--- src/hw/rtl/skf_pkg.sv ---
// shared types, keyframe tables and widths for the sun keyframe interpolator
package skf_pkg;

   // field widths
   localparam int TIME_W    = 16;
   localparam int MIX_W     = 17;
   localparam int SEG_W     = 3;
   localparam int RECIP_W   = 21;
   localparam int OUT_W     = 16;
   localparam int NUM_OUT   = 9;
   localparam int MAG_W     = 15;
   localparam int L2_W      = 30;
   localparam int ROOT_W    = 29;
   localparam int REM_W     = 32;
   localparam int DIVN_W    = 44;
   localparam int QUO_W     = 17;

   // pipeline depths
   localparam int SQRT_STEPS = 29;
   localparam int FRAC_PAIRS = 14;
   localparam int DIV_STEPS  = 17;
   localparam int FRONT_STAGES = 4;
   localparam int STAGES     = FRONT_STAGES + SQRT_STEPS + 1 + DIV_STEPS + 1;

   // queue between front and back
   localparam int QUEUE_DEPTH = 4;
   localparam int QPTR_W      = 2;
   localparam int QCNT_W      = 3;

   // fixed-point constants
   localparam logic [MIX_W-1:0] MIX_ONE   = 17'd65536;
   localparam logic [QUO_W-1:0] DIR_ONE   = 17'd16384;
   localparam logic [35:0]      SUN_BIAS  = 36'd327680;
   localparam logic [36:0]      AMB_BIAS  = 37'd3276800;
   localparam logic [19:0]      DIV10_MUL = 20'd838861;
   localparam logic [19:0]      DIV100_MUL = 20'd671089;

   // keyframe times, Q0.16
   localparam logic [63:0] T0 = 64'd0;
   localparam logic [63:0] T1 = 64'd13653;
   localparam logic [63:0] T2 = 64'd16384;
   localparam logic [63:0] T3 = 64'd32768;
   localparam logic [63:0] T4 = 64'd46421;
   localparam logic [63:0] T5 = 64'd60074;
   localparam logic [63:0] T6 = 64'd62805;
   localparam logic [63:0] T7 = 64'd65536;
   localparam logic [63:0] TWO32 = 64'd4294967296;

   // segment reciprocals, round(2^32 / width)
   localparam logic [63:0] R0 = (TWO32 + (T1 - T0) / 2) / (T1 - T0);
   localparam logic [63:0] R1 = (TWO32 + (T2 - T1) / 2) / (T2 - T1);
   localparam logic [63:0] R2 = (TWO32 + (T3 - T2) / 2) / (T3 - T2);
   localparam logic [63:0] R3 = (TWO32 + (T4 - T3) / 2) / (T4 - T3);
   localparam logic [63:0] R4 = (TWO32 + (T5 - T4) / 2) / (T5 - T4);
   localparam logic [63:0] R5 = (TWO32 + (T6 - T5) / 2) / (T6 - T5);
   localparam logic [63:0] R6 = (TWO32 + (T7 - T6) / 2) / (T7 - T6);

   // item from front to back
   typedef struct packed {
      logic [SEG_W-1:0] seg;
      logic [MIX_W-1:0] mix;
   } fe_item_type;

   // result fields, dir_x in the lowest slot
   typedef logic [NUM_OUT-1:0][OUT_W-1:0] rsp_data_type;

   // side data carried along the normalize pipeline
   typedef struct packed {
      logic [2:0][MAG_W-1:0] mag;
      logic [2:0]            neg;
      logic                  zero;
      logic [5:0][OUT_W-1:0] col;
   } carry_type;

   function automatic logic [16:0] kf_time(logic [SEG_W-1:0] idx);
      logic [16:0] t;
      begin
         case (idx)
            3'd0: t = T0[16:0];
            3'd1: t = T1[16:0];
            3'd2: t = T2[16:0];
            3'd3: t = T3[16:0];
            3'd4: t = T4[16:0];
            3'd5: t = T5[16:0];
            3'd6: t = T6[16:0];
            default: t = T7[16:0];
         endcase
         return t;
      end
   endfunction

   function automatic logic [RECIP_W-1:0] kf_recip(logic [SEG_W-1:0] idx);
      logic [RECIP_W-1:0] r;
      begin
         case (idx)
            3'd0: r = R0[RECIP_W-1:0];
            3'd1: r = R1[RECIP_W-1:0];
            3'd2: r = R2[RECIP_W-1:0];
            3'd3: r = R3[RECIP_W-1:0];
            3'd4: r = R4[RECIP_W-1:0];
            3'd5: r = R5[RECIP_W-1:0];
            default: r = R6[RECIP_W-1:0];
         endcase
         return r;
      end
   endfunction

   // direction rows, x in bits 15:0, Q1.14
   function automatic logic [47:0] kf_dir_row(logic [SEG_W-1:0] idx);
      logic [47:0] d;
      begin
         case (idx)
            3'd0: d = {16'sd0,     16'sd16384, 16'sd0};
            3'd1: d = {16'sd0,     16'sd16384, -16'sd4915};
            3'd2: d = {-16'sd16384, 16'sd0,    16'sd0};
            3'd3: d = {16'sd0,     16'sd16384, 16'sd0};
            3'd4: d = {16'sd8192,  16'sd16384, 16'sd0};
            3'd5: d = {16'sd16384, 16'sd0,     16'sd0};
            3'd6: d = {16'sd4915,  16'sd16384, 16'sd0};
            default: d = {16'sd0,  16'sd16384, 16'sd0};
         endcase
         return d;
      end
   endfunction

   // color rows, red in bits 15:0, Q8.8
   function automatic logic [47:0] kf_color_row(logic [SEG_W-1:0] idx);
      logic [47:0] c;
      begin
         case (idx)
            3'd0: c = {16'd45696, 16'd44083, 16'd41216};
            3'd1: c = {16'd57344, 16'd55296, 16'd51712};
            3'd2: c = {16'd41728, 16'd54784, 16'd65280};
            3'd3: c = {16'd65280, 16'd65280, 16'd65280};
            3'd4: c = {16'd47104, 16'd60672, 16'd65280};
            3'd5: c = {16'd42240, 16'd54784, 16'd64000};
            3'd6: c = {16'd32640, 16'd31488, 16'd29440};
            default: c = {16'd45696, 16'd44083, 16'd41216};
         endcase
         return c;
      end
   endfunction

endpackage

--- src/hw/rtl/skf_front.sv ---
// front part: segment search and mix factor
module skf_front (
   input  logic                  clock,
   input  logic                  reset,
   input  logic                  in_valid,
   output logic                  in_ready,
   input  logic [15:0]           in_time,
   output logic                  out_valid,
   input  logic                  out_ready,
   output skf_pkg::fe_item_type  out_item
);

   logic                         vld_ff;
   skf_pkg::fe_item_type         item_ff;
   logic [skf_pkg::SEG_W-1:0]    seg_in;
   logic [16:0]                  off_in;
   logic [39:0]                  prod_in;
   logic [39:0]                  mix_raw;
   logic [skf_pkg::MIX_W-1:0]    mix_in;

   assign in_ready  = !vld_ff || out_ready;
   assign out_valid = vld_ff;
   assign out_item  = item_ff;

   // last keyframe not after the input
   always_comb begin
      seg_in = '0;
      for (int i = 1; i < 7; i++) begin
         if ({1'b0, in_time} >= skf_pkg::kf_time(3'(i))) begin
            seg_in = 3'(i);
         end
      end
   end

   // offset times segment reciprocal, rounded and saturated
   always_comb begin
      off_in  = {1'b0, in_time} - skf_pkg::kf_time(seg_in);
      prod_in = 40'(off_in) * 40'(skf_pkg::kf_recip(seg_in));
      mix_raw = (prod_in + 40'd32768) >> 16;
      if (mix_raw > 40'(skf_pkg::MIX_ONE)) begin
         mix_in = skf_pkg::MIX_ONE;
      end else begin
         mix_in = mix_raw[skf_pkg::MIX_W-1:0];
      end
   end

   always_ff @(posedge clock) begin
      if (reset) begin
         vld_ff <= 1'b0;
      end else if (in_ready) begin
         vld_ff <= in_valid;
      end
      if (in_ready && in_valid) begin
         item_ff.seg <= seg_in;
         item_ff.mix <= mix_in;
      end
   end

endmodule

--- config.mk ---
export PLATFORM = sky130hd
export DESIGN_NAME = skf_front
export DESIGN_NICKNAME = d
export VERILOG_FILES = /design/src/hw/rtl/skf_pkg.sv /design/src/hw/rtl/skf_front.sv
export SDC_FILE = /design/constraint.sdc
export NUM_CORES = 1
export LEC_CHECK = 0
export BUFFER_PORTS_ARGS = -buffer_cell sky130_fd_sc_hd__buf_4
export CAP_MARGIN = 20
export CORE_MARGIN = 2
export CORE_UTILIZATION = 42
export CTS_BUF_LIST = sky130_fd_sc_hd__clkbuf_4
export CTS_CLUSTER_SIZE = 25
export DETAILED_ROUTE_END_ITERATION = 6
export SETUP_SLACK_MARGIN = 0.2
export SYNTH_ARGS = -nofsm -noshare
export SYNTH_HDL_FRONTEND = slang
export SYNTH_SLANG_ARGS = --single-unit
--- constraint.sdc ---
create_clock -name clock -period 11.61 [get_ports clock]
set_clock_uncertainty 0.2 [all_clocks]
set_input_delay 1.161 -clock clock [delete_from_list [all_inputs] [get_ports clock]]
set_output_delay 1.161 -clock clock [all_outputs]
set_load 0.02 [all_outputs]
# After elaboration in Yosys (flattened, before gate mapping)
# Index checks and enable logic that the tools add are counted.
dict set report word_totals {
  regBits 21
  in_bits 20
  word_cells 32
}
dict set report op_classes {
  add_sub_neg 2
  n_mul 1
  magnitude_cmp 7
  n_eq_ne 6
  n_mux 8
  n_reduce_logical 5
}
# operator count
set op_table {}
lappend op_table {{$pmux 17 s7} 1}
lappend op_table {{$ge 16x16->1 const B} 4}
lappend op_table {{$pmux 21 s2} 1}
lappend op_table {{$add 38x16->39 const B} 1}
lappend op_table {{$mul 17x21->38} 1}
lappend op_table {{$gt 23x17->1 const B} 1}
lappend op_table {{$sub 16x17->17} 1}
lappend op_table {{$ge 16x14->1 const B} 1}
lappend op_table {{$ge 16x15->1 const B} 1}
lappend op_table {{$mux 3} 4}
lappend op_table {{$eq 3x3->1 const B} 3}
lappend op_table {{$eq 3x2->1 const B} 2}
lappend op_table {{$eq 3x1->1 const B} 1}
lappend op_table {{$logic_not 3->1} 1}
lappend op_table {{$reduce_or 3->1} 1}
lappend op_table {{$mux 2} 1}
lappend op_table {{$logic_and 1x1->1} 1}
lappend op_table {{$logic_not 1->1} 1}
lappend op_table {{$logic_or 1x1->1} 1}
lappend op_table {{$mux 1} 1}

# Depth between registers and ports, before layout
dict set report depth {
  depth_word 13
  mapped_depth 50
  ltp_nobuf 46
}

# Worst setup path before layout
# No wires, ideal clock.
dict set report synth_path {
  kind {input -> register}
  start {in in_time[6]}
  end {reg item_ff (netlist bit out_item[16]), data pin}
  setup_ps 262
  arrival_time_ps 11257
  required_time_ps 11148
  path_slack_ps -110
  path_stages 46
  path_cell_list {a211o_1 -> o221ai_1 -> nand2b_1 -> a21oi_1 -> or2_2 -> clkbuf_1 -> a21oi_1 -> o22a_1 -> nand2_1 -> nand2_1 -> inv_1 -> ha_1 -> inv_1 -> fa_1 -> nand3_1 -> a21boi_0 -> o21ai_0 -> a21boi_0 -> [10 not listed] -> inv_1 -> fa_1 -> fa_1 -> fa_1 -> inv_1 -> fa_1 -> inv_1 -> ha_1 -> a21o_1 -> o211ai_1 -> o22ai_1 -> a221oi_1 -> o311ai_0 -> a21oi_1 -> xnor2_1 -> or4_1 -> buf_2 -> or2_2}
}
dict set report synth_between {
  elab_chain_cells 13
  elab_cells_between_ends 26
  classes_between {add/sub: 2; mul: 1; order compare: 7; eq/ne: 6; mux: 8; reduce/logical: 2}
}
# item line
set synth_lines {}
lappend synth_lines {{from (decl)} skf_front.sv:7} ;# input logic [15:0] in_time,
lappend synth_lines {{$ge 16x14->1} skf_front.sv:29} ;# if ({1'b0, in_time} >= skf_pkg::kf_time(3'(i))) begin
lappend synth_lines {{$mux 1} skf_front.sv:29}
lappend synth_lines {{$mux 2} skf_front.sv:29}
lappend synth_lines {{$mux 3 (3 in a row)} skf_front.sv:29}
lappend synth_lines {{$mux 3 *} skf_front.sv:29}
lappend synth_lines {{named net seg_in, one bit} skf_front.sv:15} ;# logic [skf_pkg::SEG_W-1:0] seg_in;
lappend synth_lines {{$eq 3x3->1 (tied with other cells)} skf_pkg.sv:78} ;# case (idx)
lappend synth_lines {{$pmux 17 s7 or $reduce_or 3->1 (tied branches)} -}
lappend synth_lines {{$sub 16x17->17 or $pmux 21 s2 (tied branches)} {skf_front.sv:37, skf_pkg.sv:95}}
lappend synth_lines {{$mul 17x21->38 *} skf_front.sv:38} ;# prod_in = 40'(off_in) * 40'(skf_pkg::kf_recip(seg_in));
lappend synth_lines {{$add 38x16->39 *} skf_front.sv:39} ;# mix_raw = (prod_in + 40'd32768) >> 16;
lappend synth_lines {{$gt 23x17->1} skf_front.sv:40} ;# if (mix_raw > 40'(skf_pkg::MIX_ONE)) begin
lappend synth_lines {{to (decl)} skf_front.sv:14} ;# skf_pkg::fe_item_type item_ff;
# Mark *: on every way through the listed nets, which the timed path passes. The rest lies on a longest branch.
# A chain may end at the register's enable or synchronous reset.

# Final worst setup path
dict set report layout_path {
  start {in in_time[2]}
  end {reg item_ff (netlist bit out_item[5]), data pin}
}
# Same word-level chain as after synthesis.

==> results.md <==
- The net count of the finished layout is about 1600.
- The largest single stage delay on the critical path is around 570 ps.
- The die is 158 µm wide.
- The flop and latch count out of synthesis is 21.
- The synthesized instance count is 1089.
- The final period demand of the worst path is 11100 ps.
- The number of DRC violations after detailed-routing iteration 0 is 491.
- The starting density of the core is 0.427.
- The combined global-route utilization of all metal layers is 0.210.
- The number of antenna violations at the first check in global routing is 0.
- The worst-path cell with the longest stage delay is sky130_fd_sc_hd__fa_1.
- For this block, wires on met1 add up to roughly 11000 µm.
- The worst-margin pin slew is 1060 ps.
- The die is about 160 µm tall.
- The sum of net half-perimeters after detailed placement is between 20000 and 25000 µm.
- The maximum number of pins on one net before global-route repair is 21.
- The part of the cycle the worst path needs is 0.956.
- The async set-reset flop share out of synthesis is 0.
- Clock tree synthesis found a total of 21 sinks.
- In the final layout, the share of cells above drive strength 1 is 0.212.
- The first-pass GRT wire length is between 40000 and 50000 µm.
- Summed over all layers, the global routing overflow is 0.
- The dominant synthesized flop cell is sky130_fd_sc_hd__edfxtp_1.
- The total area inside the core boundary comes to roughly 0.023 mm².
- The final wirelength is around 26000 µm.
- The peak fanout along the critical path is 13.
- The run finished with clean final reports.
- The first detailed-routing pass took 5 iterations.
- The synthesized area per cell is 9.18 µm².
- The sum of negative setup slack is 0 ps.
- The clock root buffer master is sky130_fd_sc_hd__clkbuf_4.
- For this run, design rule violations remaining after detail routing come to 0.
- The highest metal layer carrying signal wires in the routed design is met4.
- After clock tree synthesis, the clock-pin slew on the worst setup and hold paths is between 100 and 150 ps.
- Across all setup checks in the final design, the least slack found is 512 ps.
- The count of final hold-check violations is 0.
- The diode insertion count for antenna repair is 0.
- At the end of routability-driven placement, the weighted congestion stood at 0.962.
- The count of warnings emitted by yosys is 0.
- The critical path endpoint category is a register.
- In this run the core area contains 56 standard-cell rows.
- The CTS tree is done.
- The cell class contributing the biggest share of worst-path delay is adder cells.
- CTS built an H-tree with a depth of 1.
- Across the run, the number of max-cap violations was 0.
- In this run, distinct cell masters in the synthesized netlist total 65.
- Synthesis produced a netlist with a net count of 1450.
- The kind of critical path is in2reg.
- 42 I/O pins were placed.
- Timing analysis after detailed placement gives a worst setup slack of -348 ps.
- The clock reaches the later pin of the worst-skew pair after ~290 ps.
- The area growth from synthesis to layout is 21.2%.
- Counting both buffers and inverters, the worst setup path holds a total of 9.
- Input and output buffers added on the ports amount to 41.
- Derived from the worst setup path, the maximum achievable clock frequency is 90.1 MHz.
- The via count of the first global-routing pass came to 8282.
- Setup repair after global routing could not meet its margin everywhere.
- For the worst setup path, the data arrival time is 11040 ps.
- The routed design uses 12600 µm of met2 wire.
- The path class of the tightest hold or removal check is reg2reg.
- The number of clock buffers added by TritonCTS is 3.
- The final route contains 8163 vias.
- In this run, synthesis inferred 20 flip-flops with an integrated enable.
- The residual antenna-violating net count after detailed routing is 0.
- The longest clock path from root to sink contains 2 buffers.
- The floorplan step defined a die boundary enclosing 0.0251 mm².
- Of the synthesized area, sequential elements account for 0.0621.
- The final-report setup violation count is 0.
- The worst endpoint required time is 11550 ps.
- The met3 layer wire length in the routed design is ~1300 µm.
- The final max-slew violation count is 0.
- Using the TritonRoute via totals, the vias-per-cell ratio works out to 5.16.
- The type of origin of the critical path is a primary input.
- The netlist area before placement is about 0.01 mm².
- In the final routed layout, each cell accounts on average for 16.1 µm.
- The max-slew headroom at the worst pin is 0.290.
[final timing paths]
| kind | from | endpoint | slack (ps) | cells past startpoint |
|---|---|---|---|---|
| min reg2reg | out_valid | out_valid | 330 | 2 |
| min | out_valid | out_valid | 330 | 2 |
| max reg2reg | out_valid | out_item[3] | 9890 | 2 |
| max | in_time[2] | out_item[5] | 510 | 44 |
[metrics by stage]
step / instance area [µm²] / util / cells / hold WS (ps)
finish: 12100 / 0.518 / 1583 / 329
global route: 12100 / 0.518 / 1583 / 354
CTS: 11800 / 0.504 / 1571 / 326
detailed placement: 11700 / 0.499 / 1566 / 311
global placement: 11700 / 0.499 / 1566 / 300
floorplan: 10000 / - / 1089 / 529
[metal layers]
| metal | vias up | GRT usage |
|---|---|---|
| met5 | - | 0 |
| met1 | 4033 | 0.300 |
| met2 | 204 | 0.352 |
| met3 | 30 | 0.0259 |
| li1 | 3896 | - |
| met4 | 0 | 0.0330 |
[flip-flops by register name (all words and copies together), names as in the netlist]
name and flops:
out_valid 1, out_item 20
[Yosys cell counts (10+ instances only)]
master | count | share of area
sky130_fd_sc_hd__a211oi_1 | 12 | 0.0090
sky130_fd_sc_hd__a21o_1 | 23 | 0.017
sky130_fd_sc_hd__a21oi_1 | 43 | 0.022
sky130_fd_sc_hd__and3_1 | 10 | 0.0063
sky130_fd_sc_hd__clkbuf_1 | 15 | 0.0056
sky130_fd_sc_hd__edfxtp_1 | 20 | 0.060
sky130_fd_sc_hd__fa_1 | 187 | 0.37
sky130_fd_sc_hd__ha_1 | 154 | 0.19
sky130_fd_sc_hd__inv_1 | 283 | 0.11
sky130_fd_sc_hd__nand2_1 | 44 | 0.017
sky130_fd_sc_hd__nand2b_1 | 10 | 0.0063
sky130_fd_sc_hd__nand3_1 | 13 | 0.0065
sky130_fd_sc_hd__nand4_1 | 10 | 0.0063
sky130_fd_sc_hd__nor2_1 | 57 | 0.021
sky130_fd_sc_hd__nor3_1 | 21 | 0.011
sky130_fd_sc_hd__o21ai_0 | 37 | 0.019
sky130_fd_sc_hd__xnor2_1 | 21 | 0.018
[layout by cell type (no fill, tap or decap), drive strengths merged, types with 23 or more instances in the layout]
cell / Yosys / final
a21o: 23 / 23
a21oi: 43 / 43
buf: 4 / 189
fa: 187 / 187
ha: 154 / 154
inv: 283 / 283
nand2: 44 / 44
nor2: 57 / 57
nor3: 24 / 24
o21ai: 39 / 39
[cell families (layout without fill, tap and decap cells)]
| kind of cell | Yosys count | count (layout) | share of synthesized area |
|---|---|---|---|
| xor gates and xnor gates | 23 | 23 | 0.0201 |
| DFF | 21 | 21 | 0.0621 |
| and+or+nand+nor | 216 | 216 | 0.110 |
| adders and majority gates | 341 | 341 | 0.567 |
| muxes | 3 | 3 | 0.00300 |
| buffers and inverters | 302 | 477 | 0.114 |
| AOI/OAI and AO/OA | 183 | 183 | 0.123 |
[layout make-up]
class / instances / area [µm²]
Fill cell: 2230 / 11300
Inverter: 283 / 1060
Tap cell: 319 / 399
Clock buffer: 4 / 30.0
Timing Repair Buffer: 190 / 1460
Multi-Input combinational cell: 766 / 8540
Sequential cell: 21 / 621
[worst min-delay path, stage by stage, from the launching register on]
cell and delay (ps):
sky130_fd_sc_hd__dfxtp_1 330, sky130_fd_sc_hd__nand2b_1 100, sky130_fd_sc_hd__a21oi_1 70
[timing repair]
item                                    CTS  global route
setup buffers                             1            11
endpoints found under the setup margin   16            17
gates cloned                              0             1
hold buffers                              0             0
hold endpoints to repair                  0             0
pin swaps                                 3            34
gates resized for setup                  15            60
Power is not shown: default switching activity piles up to over one toggle a cycle in this logic, so the estimate is an artifact.
