--- config.mk ---
export PLATFORM = sky130hd
export DESIGN_NAME = skf_queue
export DESIGN_NICKNAME = d
export VERILOG_FILES = /design/src/hw/rtl/skf_pkg.sv /design/src/hw/rtl/skf_queue.sv
export SDC_FILE = /design/constraint.sdc
export NUM_CORES = 1
export LEC_CHECK = 0
export ABC_CLOCK_PERIOD_IN_PS = 6220
export BUFFER_PORTS_ARGS = -buffer_cell sky130_fd_sc_hd__buf_2
export CORE_MARGIN = 2
export CORE_UTILIZATION = 63
export CTS_BUF_LIST = sky130_fd_sc_hd__clkbuf_2 sky130_fd_sc_hd__clkbuf_4 sky130_fd_sc_hd__clkbuf_8
export DETAILED_ROUTE_END_ITERATION = 6
export GPL_TIMING_DRIVEN = 0
export PLACE_DENSITY_LB_ADDON = 0.25
export SYNTH_ARGS = -nofsm -noshare
export SYNTH_HDL_FRONTEND = slang
export SYNTH_SLANG_ARGS = --single-unit
--- constraint.sdc ---
create_clock -name clock -period 6.22 [get_ports clock]
set_clock_uncertainty 0.15 [all_clocks]
set_input_delay 0.311 -clock clock [delete_from_list [all_inputs] [get_ports clock]]
set_output_delay 0.311 -clock clock [all_outputs]
set_load 0.05 [all_outputs]
--- src/hw/rtl/skf_pkg.sv ---
// shared types, keyframe tables and widths for the sun keyframe interpolator
package skf_pkg;

   // field widths
   localparam int TIME_W    = 16;
   localparam int MIX_W     = 17;
   localparam int SEG_W     = 3;
   localparam int RECIP_W   = 21;
   localparam int OUT_W     = 16;
   localparam int NUM_OUT   = 9;
   localparam int MAG_W     = 15;
   localparam int L2_W      = 30;
   localparam int ROOT_W    = 29;
   localparam int REM_W     = 32;
   localparam int DIVN_W    = 44;
   localparam int QUO_W     = 17;

   // pipeline depths
   localparam int SQRT_STEPS = 29;
   localparam int FRAC_PAIRS = 14;
   localparam int DIV_STEPS  = 17;
   localparam int FRONT_STAGES = 4;
   localparam int STAGES     = FRONT_STAGES + SQRT_STEPS + 1 + DIV_STEPS + 1;

   // queue between front and back
   localparam int QUEUE_DEPTH = 4;
   localparam int QPTR_W      = 2;
   localparam int QCNT_W      = 3;

   // fixed-point constants
   localparam logic [MIX_W-1:0] MIX_ONE   = 17'd65536;
   localparam logic [QUO_W-1:0] DIR_ONE   = 17'd16384;
   localparam logic [35:0]      SUN_BIAS  = 36'd327680;
   localparam logic [36:0]      AMB_BIAS  = 37'd3276800;
   localparam logic [19:0]      DIV10_MUL = 20'd838861;
   localparam logic [19:0]      DIV100_MUL = 20'd671089;

   // keyframe times, Q0.16
   localparam logic [63:0] T0 = 64'd0;
   localparam logic [63:0] T1 = 64'd13653;
   localparam logic [63:0] T2 = 64'd16384;
   localparam logic [63:0] T3 = 64'd32768;
   localparam logic [63:0] T4 = 64'd46421;
   localparam logic [63:0] T5 = 64'd60074;
   localparam logic [63:0] T6 = 64'd62805;
   localparam logic [63:0] T7 = 64'd65536;
   localparam logic [63:0] TWO32 = 64'd4294967296;

   // segment reciprocals, round(2^32 / width)
   localparam logic [63:0] R0 = (TWO32 + (T1 - T0) / 2) / (T1 - T0);
   localparam logic [63:0] R1 = (TWO32 + (T2 - T1) / 2) / (T2 - T1);
   localparam logic [63:0] R2 = (TWO32 + (T3 - T2) / 2) / (T3 - T2);
   localparam logic [63:0] R3 = (TWO32 + (T4 - T3) / 2) / (T4 - T3);
   localparam logic [63:0] R4 = (TWO32 + (T5 - T4) / 2) / (T5 - T4);
   localparam logic [63:0] R5 = (TWO32 + (T6 - T5) / 2) / (T6 - T5);
   localparam logic [63:0] R6 = (TWO32 + (T7 - T6) / 2) / (T7 - T6);

   // item from front to back
   typedef struct packed {
      logic [SEG_W-1:0] seg;
      logic [MIX_W-1:0] mix;
   } fe_item_type;

   // result fields, dir_x in the lowest slot
   typedef logic [NUM_OUT-1:0][OUT_W-1:0] rsp_data_type;

   // side data carried along the normalize pipeline
   typedef struct packed {
      logic [2:0][MAG_W-1:0] mag;
      logic [2:0]            neg;
      logic                  zero;
      logic [5:0][OUT_W-1:0] col;
   } carry_type;

   function automatic logic [16:0] kf_time(logic [SEG_W-1:0] idx);
      logic [16:0] t;
      begin
         case (idx)
            3'd0: t = T0[16:0];
            3'd1: t = T1[16:0];
            3'd2: t = T2[16:0];
            3'd3: t = T3[16:0];
            3'd4: t = T4[16:0];
            3'd5: t = T5[16:0];
            3'd6: t = T6[16:0];
            default: t = T7[16:0];
         endcase
         return t;
      end
   endfunction

   function automatic logic [RECIP_W-1:0] kf_recip(logic [SEG_W-1:0] idx);
      logic [RECIP_W-1:0] r;
      begin
         case (idx)
            3'd0: r = R0[RECIP_W-1:0];
            3'd1: r = R1[RECIP_W-1:0];
            3'd2: r = R2[RECIP_W-1:0];
            3'd3: r = R3[RECIP_W-1:0];
            3'd4: r = R4[RECIP_W-1:0];
            3'd5: r = R5[RECIP_W-1:0];
            default: r = R6[RECIP_W-1:0];
         endcase
         return r;
      end
   endfunction

   // direction rows, x in bits 15:0, Q1.14
   function automatic logic [47:0] kf_dir_row(logic [SEG_W-1:0] idx);
      logic [47:0] d;
      begin
         case (idx)
            3'd0: d = {16'sd0,     16'sd16384, 16'sd0};
            3'd1: d = {16'sd0,     16'sd16384, -16'sd4915};
            3'd2: d = {-16'sd16384, 16'sd0,    16'sd0};
            3'd3: d = {16'sd0,     16'sd16384, 16'sd0};
            3'd4: d = {16'sd8192,  16'sd16384, 16'sd0};
            3'd5: d = {16'sd16384, 16'sd0,     16'sd0};
            3'd6: d = {16'sd4915,  16'sd16384, 16'sd0};
            default: d = {16'sd0,  16'sd16384, 16'sd0};
         endcase
         return d;
      end
   endfunction

   // color rows, red in bits 15:0, Q8.8
   function automatic logic [47:0] kf_color_row(logic [SEG_W-1:0] idx);
      logic [47:0] c;
      begin
         case (idx)
            3'd0: c = {16'd45696, 16'd44083, 16'd41216};
            3'd1: c = {16'd57344, 16'd55296, 16'd51712};
            3'd2: c = {16'd41728, 16'd54784, 16'd65280};
            3'd3: c = {16'd65280, 16'd65280, 16'd65280};
            3'd4: c = {16'd47104, 16'd60672, 16'd65280};
            3'd5: c = {16'd42240, 16'd54784, 16'd64000};
            3'd6: c = {16'd32640, 16'd31488, 16'd29440};
            default: c = {16'd45696, 16'd44083, 16'd41216};
         endcase
         return c;
      end
   endfunction

endpackage

--- src/hw/rtl/skf_queue.sv ---
// short queue between front and back
module skf_queue (
   input  logic                  clock,
   input  logic                  reset,
   input  logic                  in_valid,
   output logic                  in_ready,
   input  skf_pkg::fe_item_type  in_item,
   output logic                  out_valid,
   input  logic                  out_ready,
   output skf_pkg::fe_item_type  out_item
);

   skf_pkg::fe_item_type             mem_ff [skf_pkg::QUEUE_DEPTH];
   logic [skf_pkg::QPTR_W-1:0]       wr_ptr_ff;
   logic [skf_pkg::QPTR_W-1:0]       rd_ptr_ff;
   logic [skf_pkg::QCNT_W-1:0]       cnt_ff;
   logic                             push;
   logic                             pop;

   assign in_ready  = cnt_ff != skf_pkg::QCNT_W'(skf_pkg::QUEUE_DEPTH);
   assign out_valid = cnt_ff != '0;
   assign out_item  = mem_ff[rd_ptr_ff];
   assign push      = in_valid && in_ready;
   assign pop       = out_valid && out_ready;

   // pointers and fill count
   always_ff @(posedge clock) begin
      if (reset) begin
         wr_ptr_ff <= '0;
         rd_ptr_ff <= '0;
         cnt_ff    <= '0;
      end else begin
         if (push) begin
            wr_ptr_ff <= wr_ptr_ff + 1'b1;
         end
         if (pop) begin
            rd_ptr_ff <= rd_ptr_ff + 1'b1;
         end
         if (push && !pop) begin
            cnt_ff <= cnt_ff + 1'b1;
         end else if (pop && !push) begin
            cnt_ff <= cnt_ff - 1'b1;
         end
      end
      if (push) begin
         mem_ff[wr_ptr_ff] <= in_item;
      end
   end

endmodule

* Word-level counts from Yosys, hierarchy flattened
Memory sizes are Yosys's and may differ from the RTL's. A register that Yosys moved wholly into a read port is not among the register bits. Cells that the tools add are included.
Storage, ports and cells: bits in registers 7, memory bits (writable) 80, memories 1
Operators by class: add/sub/neg operators 4, eq/ne operators 1, multiplexer cells 6, reduce and logical (&&, ||, !) cells 8
Memories:
- mem_ff | words 4, width 20, read ports 1, clocked after memory_dff 1, write ports 1, line skf_queue.sv:13 | skf_pkg::fe_item_type mem_ff [skf_pkg::QUEUE_DEPTH];
Operators by type and width (number):
- $mux 3 | 2
- $add 2x1->2 const B | 2
- $logic_and 1x1->1 | 4
- $mux 2 | 2
- $add 3x1->3 const B | 1
- $ne 3x3->1 const B | 1
- $reduce_bool 3->1 | 1
- $sub 3x1->3 const B | 1
- $logic_not 1->1 | 2
- $mux 1 | 2
- $reduce_bool 2->1 | 1

* Depth between registers and ports, before layout
Gate-level depths: netlist of run 1.
depth after elaboration 6, mapped depth 8, mapped depth without buffers 8

* Least setup slack after synthesis of run 1
OpenSTA, ideal clock, no wires.
path type reg2reg, start point register cnt_ff[0] in the netlist's numbering, end point register cnt_ff[2] in the netlist's numbering, setup time 0.070 ns, data arrival time 1.920 ns, setup slack 4.080 ns, stages on the path, launching flop included 9, period minus slack after synthesis 2.140 ns, cell sequence dfxtp_1 -> nor2_2 -> a21boi_4 -> ha_1 -> inv_1 -> fa_1 -> xor2_1 -> or3_1 -> a21oi_1
On the way: word-level cells in the longest chain between the ends 5, elaborated cells between the ends (all ways) 13, classes of those cells add/sub (2); eq/ne (1); mux (2); reduce/logical (8)
Ends and longest elaborated chain:
- start: declaration | line skf_queue.sv:16 | logic [skf_pkg::QCNT_W-1:0] cnt_ff;
- start signal: assignment | line skf_queue.sv:40 | cnt_ff <= cnt_ff + 1'b1;
- start signal: assignment | line skf_queue.sv:42 | cnt_ff <= cnt_ff - 1'b1;
- $ne 3x3->1 (*) | line skf_queue.sv:20 | assign in_ready = cnt_ff != skf_pkg::QCNT_W'(skf_pkg::QUEUE_DEPTH);
- $logic_and 1x1->1 (*) | line skf_queue.sv:23 | assign push = in_valid && in_ready;
- named net push | line skf_queue.sv:17 | logic push;
- $logic_not 1->1 | line skf_queue.sv:41 | end else if (pop && !push) begin
- $logic_and 1x1->1 | line skf_queue.sv:41
- $reduce_bool 2->1 (no source line)
Mark *: on every way through the listed nets, which the timed path passes. The rest lies on a longest branch. The select of a mux whose other input is x is not followed. A chain may end at the register's enable or synchronous reset.

* Worst setup path in the final report of run 1
Same ends and word-level chain as after synthesis.

==> key figures, run 1 <==
Die
  – Core footprint: 0.00514 mm^2
  – Row cnt: 26
  – Die area: 0.00595 mm^2
  – Die Y-Extent: a little under 80 um
  – I/O Pins: 46
  – Die X-Extent: 77.1 um
  – Starting Density: 65.6%

Global route
  – Overflow after GRT: 0
  – Vias in the first global route: ~1700
  – GRT Total Usage: between 10% and 20%
  – Antenna violations before repair: 0
  – First-pass GRT wire length: 8300 um
  – Largest net degree at the start of global routing: 21

Drt
  – Routed via count: 1566
  – Initial DRC count: 88
  – Drt wl/cell: 18.0 um
  – DRT antenna net count: 0
  – DR pass1 iterations: 4
  – Final wirelength: about 5100 um
  – Post-route DRC: 0
  – Number of vias per cell: about 5.6

Critical path
  – Setup crit start: cnt_ff[0]
  – CP required: 6.34 ns
  – Startpoint class of the critical path: flip-flop
  – Critical path cell sequence: nor2_2 > a21boi_4 > ha_1 > inv_1 > fa_1 > xor2_1 > or3_1 > a21oi_1
  – Crit path DAT: 2.46 ns
  – Worst path bufs/invs: 1
  – Setup crit end kind: flip-flop
  – CP Class: flip-flop to flip-flop
  – Top delay family on crit path: adder cells
  – Crit Path Max Fanout: 7
  – Worst r2r src: cnt_ff[0]
  – CP max stage delay: 0.49 ns
  – Crit-path slowest cell: dfxtp_1

Placed design
  – Placed insts: 266
  – Port bufs: 44
  – RePlAce Congestion: 0.694
  – Post-DP HPWL: 3330 um

Power and ir drop
  – Worst vdd ir: 0.000368 V
  – Pwr/cell area: 454 mW/mm^2
  – Tot Pwr: 1.76 mW
  – P_leak: 1.36 nW

Clocking
  – CTS sink cnt: 89
  – TritonCTS buffer count: 9
  – Clock Tree Root: clkbuf_8
  – Cts repair resizes: 0
  – Postcts setup bufs: 0
  – Cts hold-fix bufs: 0
  – Htree depth: 3
  – CTS tree: yes
  – CTS Buffer Depth: 2
  – Worst-path clk slew: ~0.080 ns
  – Worst-Skew Late Latency: 0.34 ns

Yosys
  – Yosys warns: 0
  – Seq/Total Area, Yosys: between 70% and 80%
  – Synth area leaders: edfxtp_1, mux4_2, dfxtp_1
  – Post-Syn Area: 0.00337 mm^2
  – EDFF count, synth: 80
  – Dominant synthesized flop cell: edfxtp_1
  – Yosys top cell by area: edfxtp_1
  – Syn nets: around 180
  – Top cell type's share of synthesized area: between 70 and 80%
  – Ys async rst share: 0%
  – Post-Syn Area per Cell: 22.2 um^2
  – Top-count cell post-synth: edfxtp_1
  – Post-synth cell types: 24
  – Number of synthesized register bits: 89
  – Commonest cells in the netlist: edfxtp_1, mux4_2, dfxtp_1
  – Syn Inst Count: around 150

Min path
  – Worst min path class: input pin to flip-flop
  – Hold_sp: in_item[4]

Cells and area
  – Layout cell share with drive strength beyond 1: 40.3%
  – # fillers: 324
  – Post-Layout Cell Count: 281
  – Ant. Diodes: 0
  – Final #Nets: 237
  – Syn-to-layout area delta: 15.1%
  – Post-layout util: 75.5%

Timing
  – Actual slew at the worst max-slew pin: 1.02 ns
  – Final period util: about 38%
  – Setup TNS: 0 ns
  – Min cycle time layout: 2.34 ns
  – Final Hold Viols: 0
  – Highest Clock Rate: approximately 430 MHz
  – Final Max Tran Viols: 0
  – Unrepaired setup endpoints after global routing: false
  – Setup violators final: 0
  – Max_slew headroom: 32.0%

Flow run
  – Max_cap viols: 0

Outcome
  – Status: complete, no violations
-- kinds of logic after synthesis --
kind of cell	Yosys count	share of synthesized area, %
DFF	89	76.6
muxes	23	14.4
and+or+nand+nor	17	2.60
buffers and inverters	8	1.41
adders and majority gates	6	2.45
AOI/OAI and AO/OA	5	1.48
xor gates and xnor gates	4	1.04
-- metal layers --
layer / share of wire, % / up-vias / track usage, %
met4: 2.0 / 0 / 9.11
met1: 40 / 798 / 23.6
met2: 53 / 35 / 32.3
met3: 4.3 / 10 / 3.76
li1: - / 723 / -
met5: 0 / - / 0
-- where the power goes --
part	total [mW]	internal, mW	switching (mW)
sequential	0.765	0.730	0.0348
combinational	0.597	0.197	0.400
clock	0.400	0.225	0.176
-- final cells by class --
class	instances	area, um^2	area share, %
Multi-Input combinational cell	55	741	19.1
Tap cell	70	87.6	2.26
Clock inverter	5	71.3	1.84
Buffer	5	36.3	0.935
Sequential cell	89	2580	66.5
Inverter	3	11.3	0.290
Clock buffer	10	131	3.38
Timing Repair Buffer	44	220	5.67
-- per-stage QoR --
step / instance area (um^2) / setup slack [ns] / hold slack, ns
floorplan: 3370 / 4.08 / 0.260
global placement: 3680 / 4.00 / 0.343
detailed placement: 3680 / 3.89 / 0.378
CTS: 3880 / 3.86 / 0.0120
global route: 3880 / 3.76 / 0.0187
finish: 3880 / 3.88 / 0.0255
-- path summary, 6_finish.rpt --
| kind | end | slack, ns | cells after the start |
|---|---|---|---|
| setup / recovery | cnt_ff[2] | 3.88 | 8 |
| hold / removal | mem_ff[2][4] | 0.03 | 1 |
| setup reg to reg | cnt_ff[2] | 3.88 | 8 |
| hold reg to reg | wr_ptr_ff[1] | 0.39 | 2 |
-- flip-flops by register name, indices dropped and copies added (netlist names), named ones only --
name / cells
rd_ptr_ff: 2
cnt_ff: 3
wr_ptr_ff: 2
mem_ff: 80
-- cell usage in the layout (no fill, tap or decap) --
cell	netlist	layout
edfxtp_1	80	80
buf_2	2	46
mux4_2	20	20
dfxtp_1	9	9
clkbuf_8	0	9
nor2_1	7	7
ha_1	5	5
and2_1	4	4
xor2_1	4	4
inv_1	3	3
clkinv_1	0	3
buf_6	2	2
mux2i_1	2	2
nand2b_1	2	2
bufinv_16	0	2
nor2_2	1	1
a21boi_4	1	1
nand2_1	1	1
o31ai_2	1	1
or3_2	1	1
clkbuf_1	1	1
mux2_4	1	1
o311ai_1	1	1
o21ai_0	1	1
or3_1	1	1
a21oi_1	1	1
fa_1	1	1
clkbuf_4	0	1
(Power assumes the default switching activity.)
==> run 2: changes to the inputs <==
ABC_CLOCK_PERIOD_IN_PS = 2400   (was 6220)
CORE_UTILIZATION = 59   (was 63)
clock period = 2.4 ns   (was 6.22 ns; I/O delays follow)
==> run 2 against run 1 <==
  * Count of clock-buffer cells in the layout shrank 1
  * Highest routed layer unchanged
  * Sequential share of layout area shrank 4.8 points
  * Largest cell class unchanged
  * Critical path type unchanged
  * Sequential power grew to 2.6 times the previous value
  * Power grew to 2.8 times the previous value
  * Design area grew 8.0%
  * Largest power group unchanged
  * Die area grew 6.4%
  * Global-route usage grew 0.15 points
  * Setup slack lost 3.7 ns
  * Critical endpoint unchanged
  * Cell count grew 9.6%
  * Routed wire length grew 11%
==> key figures, run 2 (synthesized netlist as in run 1, its figures left out) <==
Placed design
  – Port bufs: 44 (unchanged)
  – RePlAce Congestion: 0.709 (was 0.694)
  – Placed insts: 268 (was 266)
  – Post-DP HPWL: 3590 um (was 3330 um)
  – Pre-CTS setup slack: 0.0457 ns (was 3.89 ns)

Cells and area
  – Post-Layout Cell Count: 308 (was 281)
  – # fillers: 310 (was 324)
  – Biggest regs: mem_ff: 80 flops, cnt_ff: 3 flops (unchanged)
  – Commonest non-fill, non-tap cell in the layout: edfxtp_1 (unchanged)
  – Most frequent cells in the layout: edfxtp_1, buf_2, dlygate4sd3_1, mux4_2, clkbuf_8 (was edfxtp_1, buf_2, mux4_2, dfxtp_1, clkbuf_8)
  – Final #Nets: 261 (was 237)
  – Ant. Diodes: 0 (unchanged)
  – Syn-to-layout area delta: 24.3% (was 15.1%)
  – Sequential cell area: 0.00258 mm^2 (about the same)
  – Max reg flops: 80 (unchanged)
  – Layout cell share with drive strength beyond 1: 39.8% (was 40.3%)
  – Multi-input gate area: 749 um^2 (was 741 um^2)
  – Largest register by flop count: mem_ff (unchanged)

Die
  – Die area: 0.00633 mm^2 (was 0.00595 mm^2)
  – Die X-Extent: 79.6 um (was 77.1 um)
  – Starting Density: 61.2% (was 65.6%)
  – Row cnt: 27 (was 26)
  – Die Y-Extent: 79.6 um (was 77.1 um)
  – I/O Pins: 46 (unchanged)
  – Core footprint: 0.00551 mm^2 (was 0.00514 mm^2)

Global route
  – GRT Total Usage: 19.2% (was 19.0%)
  – First-pass GRT wire length: 8550 um (was 8300 um)
  – Largest net degree at the start of global routing: 21 (unchanged)
  – Vias in the first global route: 1760 (was 1713)
  – Overflow after GRT: 0 (unchanged)
  – Antenna violations before repair: 0 (unchanged)

Timing
  – Setup TNS: 0 ns (unchanged)
  – Final Max Tran Viols: 0 (unchanged)
  – Unrepaired setup endpoints after global routing: false (unchanged)
  – Actual slew at the worst max-slew pin: 1.03 ns (was 1.02 ns)
  – Final Hold Viols: 0 (unchanged)
  – Min cycle time layout: 2.23 ns (was 2.34 ns)
  – Max_slew headroom: 31.0% (was 32.0%)
  – Final period util: 92.8% (was 37.6%)
  – Highest Clock Rate: 449 MHz (was 428 MHz)
  – Setup ws final: 0.173 ns (was 3.88 ns)
  – Worst hold margin: 0.0140 ns (was 0.0255 ns)
  – Setup violators final: 0 (unchanged)

Critical path
  – Crit-path slowest cell: dfxtp_1 (unchanged)
  – Setup crit end kind: flip-flop (unchanged)
  – CP required: 2.52 ns (was 6.34 ns)
  – Worst reg2reg path depth: 7 (was 8)
  – Crit Path Max Fanout: 7 (unchanged)
  – CP Class: flip-flop to flip-flop (unchanged)
  – Worst r2r src: cnt_ff[2] (was cnt_ff[0])
  – CP max stage delay: 0.42 ns (was 0.49 ns)
  – R2R setup slack: 0.17 ns (was 3.88 ns)
  – Startpoint class of the critical path: flip-flop (unchanged)
  – Crit path DAT: 2.35 ns (was 2.46 ns)
  – Critical path cell sequence: o31ai_4 > ha_1 > inv_1 > fa_1 > xor2_1 > or3_1 > a21oi_1 (was nor2_2 > a21boi_4 > ha_1 > inv_1 > fa_1 > xor2_1 > or3_1 > a21oi_1)
  – R2r endpoint: cnt_ff[2] (unchanged)

Drt
  – Post-route DRC: 0 (unchanged)
  – Routed via count: 1645 (was 1566)
  – DRT antenna net count: 0 (unchanged)
  – Number of vias per cell: 5.34 (was 5.57)
  – Drt wl/cell: 18.3 um (was 18.0 um)
  – Initial DRC count: 98 (was 88)
  – DR pass1 iterations: 4 (unchanged)
  – Final wirelength: 5620 um (was 5060 um)

Flow run
  – Max_cap viols: 0 (unchanged)

Min path
  – Min-Delay Endpoint: rd_ptr_ff[0] (was mem_ff[2][4])
  – Worst min path class: input pin to flip-flop (unchanged)
  – Hold Crit Depth: 4 (was 1)
  – Hold_sp: out_ready (was in_item[4])

Power and ir drop
  – Worst vdd ir: 0.000729 V (was 0.000368 V)
  – P_leak: 1.49 nW (was 1.36 nW)
  – Pwr/cell area: 1170 mW/mm^2 (was 454 mW/mm^2)
  – Tot Pwr: 4.90 mW (was 1.76 mW)

Clocking
  – Worst-path clk slew: 0.08 ns (about the same)
  – TritonCTS buffer count: 9 (unchanged)
  – CTS Buffer Depth: 2 (unchanged)
  – Worst-Skew Late Latency: 0.34 ns (about the same)
  – CTS tree: yes (unchanged)
  – CTS sink cnt: 89 (unchanged)
  – Htree depth: 3 (unchanged)
  – Clock Tree Root: clkbuf_8 (unchanged)

Outcome
  – Status: complete, no violations (unchanged)
run 2: cell count changes in the layout (fill, tap and decap cells not counted), sizes merged:
cell,before,now
clkbuf,11,10
clkinvlp,0,1
buf,48,51
dlygate4sd3,0,21
clkinv,3,1
inv,3,4
bufinv,2,4
run 2: routing by layer:
metal | vias up | GRT usage [%] | share of wire (%) | wire length (um)
met3 | 9 | 4.07 | 3.7 | 210
met5 | - | 0 | 0 | 0
met1 | 822 | 22.4 | 40 | 2240
li1 | 767 | - | - | -
met2 | 47 | 34.1 | 55 | 3080
met4 | 0 | 8.45 | 1.5 | 87
run 2: worst max-delay path by stage:
stage | start | to | slack [ns] | cells after the start
finish | cnt_ff[2] | cnt_ff[2] | 0.17 | 7
global route | cnt_ff[2] | cnt_ff[2] | 0.05 | 7
CTS | cnt_ff[0] | cnt_ff[2] | 0.007 | 8
detailed placement | cnt_ff[0] | cnt_ff[2] | 0.05 | 8
global placement | cnt_ff[0] | cnt_ff[2] | 0.20 | 8
floorplan | cnt_ff[0] | cnt_ff[2] | 0.26 | 8
run 2: where the power goes:
part           leakage, nW  total (mW)  internal [mW]  switching (mW)
sequential           0.808        1.99           1.89          0.0973
combinational        0.549        1.60          0.549            1.05
clock                0.130        1.30          0.798           0.506
total                 1.49        4.90           3.24            1.66
run 2: repair_timing:
action	CTS	global route
gates resized for setup	0	3
hold buffers	21	0
buffers inserted	0	3
hold endpoints to repair	84	0
endpoints found under the setup margin	0	1
run 2: critical path, delay by kind of cell, from the launching register on:
family	cells	cell delay, ns
compound gates	2	0.42
simple gates	1	0.32
fa+ha+maj	2	0.61
buf+inv	1	0.07
flops	1	0.42
xor+xnor	1	0.17
run 2: layout make-up:
cell class,instances,area share (%)
Buffer,5,0.866
Tap cell,72,2.15
Sequential cell,89,61.7
Timing Repair Buffer,68,10.8
Multi-Input combinational cell,55,17.9
Clock inverter,7,3.37
Inverter,3,0.269
Clock buffer,9,2.96
run 2: per-stage QoR:
step / utilization (%) / cell area (um^2)
2_1_floorplan: - / 3370
3_3_place_gp: 66.8 / 3680
3_5_place_dp: 66.8 / 3680
4_1_cts: 75.5 / 4160
5_1_grt: 76.1 / 4190
6_report: 76.1 / 4190
==> run 3: changes to the inputs <==
CORE_UTILIZATION = 55   (was 59)
==> run 3 against run 2 <==
  * Sequential power is essentially flat
  * Sequential cell count unchanged
  * Cell count increased by 0.65%
  * Clock power is 26% lower
  * Via count is 0.43% higher
  * Power is 7.3% lower
  * Combinational power barely moved
  * Non-clock buffer count is 1 lower
  * Critical path depth up 1
  * Count of clock-buffer cells in the layout rose by 3
  * Design area is 2.0% lower
  * Die area grew 6.9%
  * Critical path type unchanged
==> key figures, run 3 (synthesized netlist as in run 1, its figures left out) <==
Outcome
  – Status: complete, no violations (unchanged)

Cells and area
  – # fillers: 380 (was 310)
  – Commonest non-fill, non-tap cell in the layout: edfxtp_1 (unchanged)
  – Biggest regs: mem_ff: 80 flops, cnt_ff: 3 flops (unchanged)
  – Most frequent cells in the layout: edfxtp_1, buf_2, dlygate4sd3_1, mux4_2, clkbuf_8 (unchanged)
  – Layout cell share with drive strength beyond 1: 38.3% (was 39.8%)
  – Ant. Diodes: 0 (unchanged)
  – Syn-to-layout area delta: 21.9% (was 24.3%)
  – Largest register by flop count: mem_ff (unchanged)
  – Max reg flops: 80 (unchanged)
  – Final #Nets: 260 (was 261)
  – Post-Layout Cell Count: 310 (was 308)

Global route
  – First-pass GRT wire length: 8380 um (was 8550 um)
  – Overflow after GRT: 0 (unchanged)
  – Antenna violations before repair: 0 (unchanged)
  – Largest net degree at the start of global routing: 21 (unchanged)
  – Vias in the first global route: 1748 (was 1760)
  – GRT Total Usage: 18.1% (was 19.2%)

Die
  – Core footprint: 0.00592 mm^2 (was 0.00551 mm^2)
  – Die X-Extent: 82.3 um (was 79.6 um)
  – Row cnt: 28 (was 27)
  – I/O Pins: 46 (unchanged)
  – Die Y-Extent: 82.3 um (was 79.6 um)
  – Die area: 0.00677 mm^2 (was 0.00633 mm^2)
  – Starting Density: 56.9% (was 61.2%)

Drt
  – Drt wl/cell: 17.6 um (was 18.3 um)
  – Routed via count: 1652 (was 1645)
  – DRT antenna net count: 0 (unchanged)
  – Met1 wire length: 2160 um (was 2240 um)
  – Max Used Layer: met4 (unchanged)
  – Metal3 WL: 221 um (was 210 um)
  – Met2 Routed Length: 2920 um (was 3080 um)
  – DR pass1 iterations: 4 (unchanged)
  – Post-route DRC: 0 (unchanged)
  – Initial DRC count: 94 (was 98)
  – Number of vias per cell: 5.33 (was 5.34)
  – Final wirelength: 5460 um (was 5620 um)

Timing
  – Final Hold Viols: 0 (unchanged)
  – Setup violators final: 0 (unchanged)
  – Min cycle time layout: 2.27 ns (was 2.23 ns)
  – Setup ws final: 0.131 ns (was 0.173 ns)
  – Setup TNS: 0 ns (unchanged)
  – Final period util: 94.5% (was 92.8%)
  – Actual slew at the worst max-slew pin: 1.05 ns (was 1.03 ns)
  – Highest Clock Rate: 441 MHz (was 449 MHz)
  – Max_slew headroom: 30.3% (was 31.0%)
  – Final Max Tran Viols: 0 (unchanged)
  – Unrepaired setup endpoints after global routing: false (unchanged)

Power and ir drop
  – Internal Pwr Total: 2.95 mW (was 3.24 mW)
  – Part of the power in registers: 43.6% (was 40.6%)
  – P_leak: 1.45 nW (was 1.49 nW)
  – Worst vdd ir: 0.000658 V (was 0.000729 V)
  – Pwr/cell area: 1110 mW/mm^2 (was 1170 mW/mm^2)
  – Switching pwr: 1.59 mW (was 1.66 mW)
  – Gate power share: 35.0% (was 32.7%)
  – Clk pwr share: 21.3% (was 26.6%)
  – Net Sw Frac: 35.1% (was 33.9%)

Clocking
  – Clock Tree Root: clkbuf_8 (unchanged)
  – Worst-path clk slew: 0.08 ns (about the same)
  – CTS Buffer Depth: 2 (unchanged)
  – TritonCTS buffer count: 9 (unchanged)
  – Htree depth: 3 (unchanged)
  – CTS sink cnt: 89 (unchanged)
  – CTS tree: yes (unchanged)
  – Postcts setup bufs: 0 (unchanged)
  – Worst-Skew Late Latency: 0.34 ns (about the same)

Min path
  – Min-Delay Endpoint: wr_ptr_ff[1] (was rd_ptr_ff[0])
  – Worst min path class: input pin to flip-flop (unchanged)
  – Hold Crit Depth: 3 (was 4)
  – Hold_sp: in_valid (was out_ready)

Critical path
  – Critical path cell sequence: nor2_2 > a21boi_4 > ha_1 > inv_1 > fa_1 > xor2_1 > or3_1 > a21oi_1 (was o31ai_4 > ha_1 > inv_1 > fa_1 > xor2_1 > or3_1 > a21oi_1)
  – Crit Path Max Fanout: 7 (unchanged)
  – Crit path DAT: 2.39 ns (was 2.35 ns)
  – Startpoint class of the critical path: flip-flop (unchanged)
  – CP max stage delay: 0.41 ns (was 0.42 ns)
  – R2r endpoint: cnt_ff[2] (unchanged)
  – Top delay family on crit path: adder cells (unchanged)
  – Worst r2r src: cnt_ff[0] (was cnt_ff[2])
  – Setup crit end kind: flip-flop (unchanged)
  – Crit-path slowest cell: dfxtp_2 (was dfxtp_1)
  – R2R setup slack: 0.13 ns (was 0.17 ns)
  – Worst path bufs/invs: 1 (unchanged)
  – Worst reg2reg path depth: 8 (was 7)
  – CP Class: flip-flop to flip-flop (unchanged)
  – CP required: 2.52 ns (about the same)

Placed design
  – Port bufs: 44 (unchanged)
  – Post-DP HPWL: 3340 um (was 3590 um)
  – Placed insts: 271 (was 268)
  – Pre-CTS setup slack: 0.00835 ns (was 0.0457 ns)
  – RePlAce Congestion: 0.702 (was 0.709)

Flow run
  – Max_cap viols: 0 (unchanged)
[run 3: changes by cell type in the layout (fill, tap and decap cells not counted), sizes merged]
cell	delta
buf	-3
bufinv	-3
clkbuf	+3
clkinv	+2
clkinvlp	-1
dlygate4sd3	+2
inv	-1
[run 3: layer usage]
layer  up-vias  track usage (%)
li1        768                -
met1       825             20.1
met2        44             30.9
met3        15             5.22
met4         0             10.7
met5         -                0
[run 3: stage by stage]
step / hold slack, ns / util (%) / power, mW / cell area, um^2
global route: 0.0447 / 69.4 / 4.75 / 4110
CTS: 0.0411 / 69.4 / 4.59 / 4110
finish: 0.0549 / 69.4 / 4.54 / 4110
global placement: 0.180 / 62.2 / 3.54 / 3680
floorplan: 0.0689 / - / 3.26 / 3370
detailed placement: 0.188 / 62.2 / 3.59 / 3680
[run 3: worst reg2reg max path, delay by kind of cell, from the launching register on]
family	cells	cell delay [ns]
compound gates	2	0.43
flops	1	0.41
fa+ha+maj	2	0.61
buf+inv	1	0.07
xor+xnor	1	0.15
simple gates	2	0.37
[run 3: power groups by stage]
stage	clock, mW	combinational (mW)	sequential (mW)
4_1_cts	0.992	1.62	1.98
3_5_place_dp	0	1.58	2.01
3_3_place_gp	0	1.54	2.00
5_1_grt	1.05	1.70	2.00
6_report	0.968	1.59	1.98
2_1_floorplan	0	1.27	1.99
[run 3: area by class of cell]
type	count	area (um^2)	share of cell area (%)
tap	75	93.8	2.28
clock inverter	4	43.8	1.07
multi-input combinational	55	741	18.0
buffer	5	36.3	0.883
clock buffer	12	146	3.56
timing repair buffer	67	450	11.0
inverter	3	11.3	0.274
sequential	89	2580	62.9
[run 3: worst max path at each step]
stage / startpoint / to / slack, ns / cells past startpoint
global route: cnt_ff[1] / cnt_ff[2] / 0.01 / 8
finish: cnt_ff[0] / cnt_ff[2] / 0.13 / 8
CTS: cnt_ff[1] / cnt_ff[2] / 0.007 / 8
floorplan: cnt_ff[0] / cnt_ff[2] / 0.26 / 8
global placement: cnt_ff[0] / cnt_ff[2] / 0.18 / 8
detailed placement: cnt_ff[0] / cnt_ff[2] / 0.008 / 8
[run 3: what timing repair did]
action / in CTS / in global routing
pin swaps: 0 / 1
endpoints found under the setup margin: 1 / 61
gates cloned: 0 / 0
hold buffers: 23 / 0
gates resized for setup: 1 / 1
hold endpoints to repair: 82 / 0
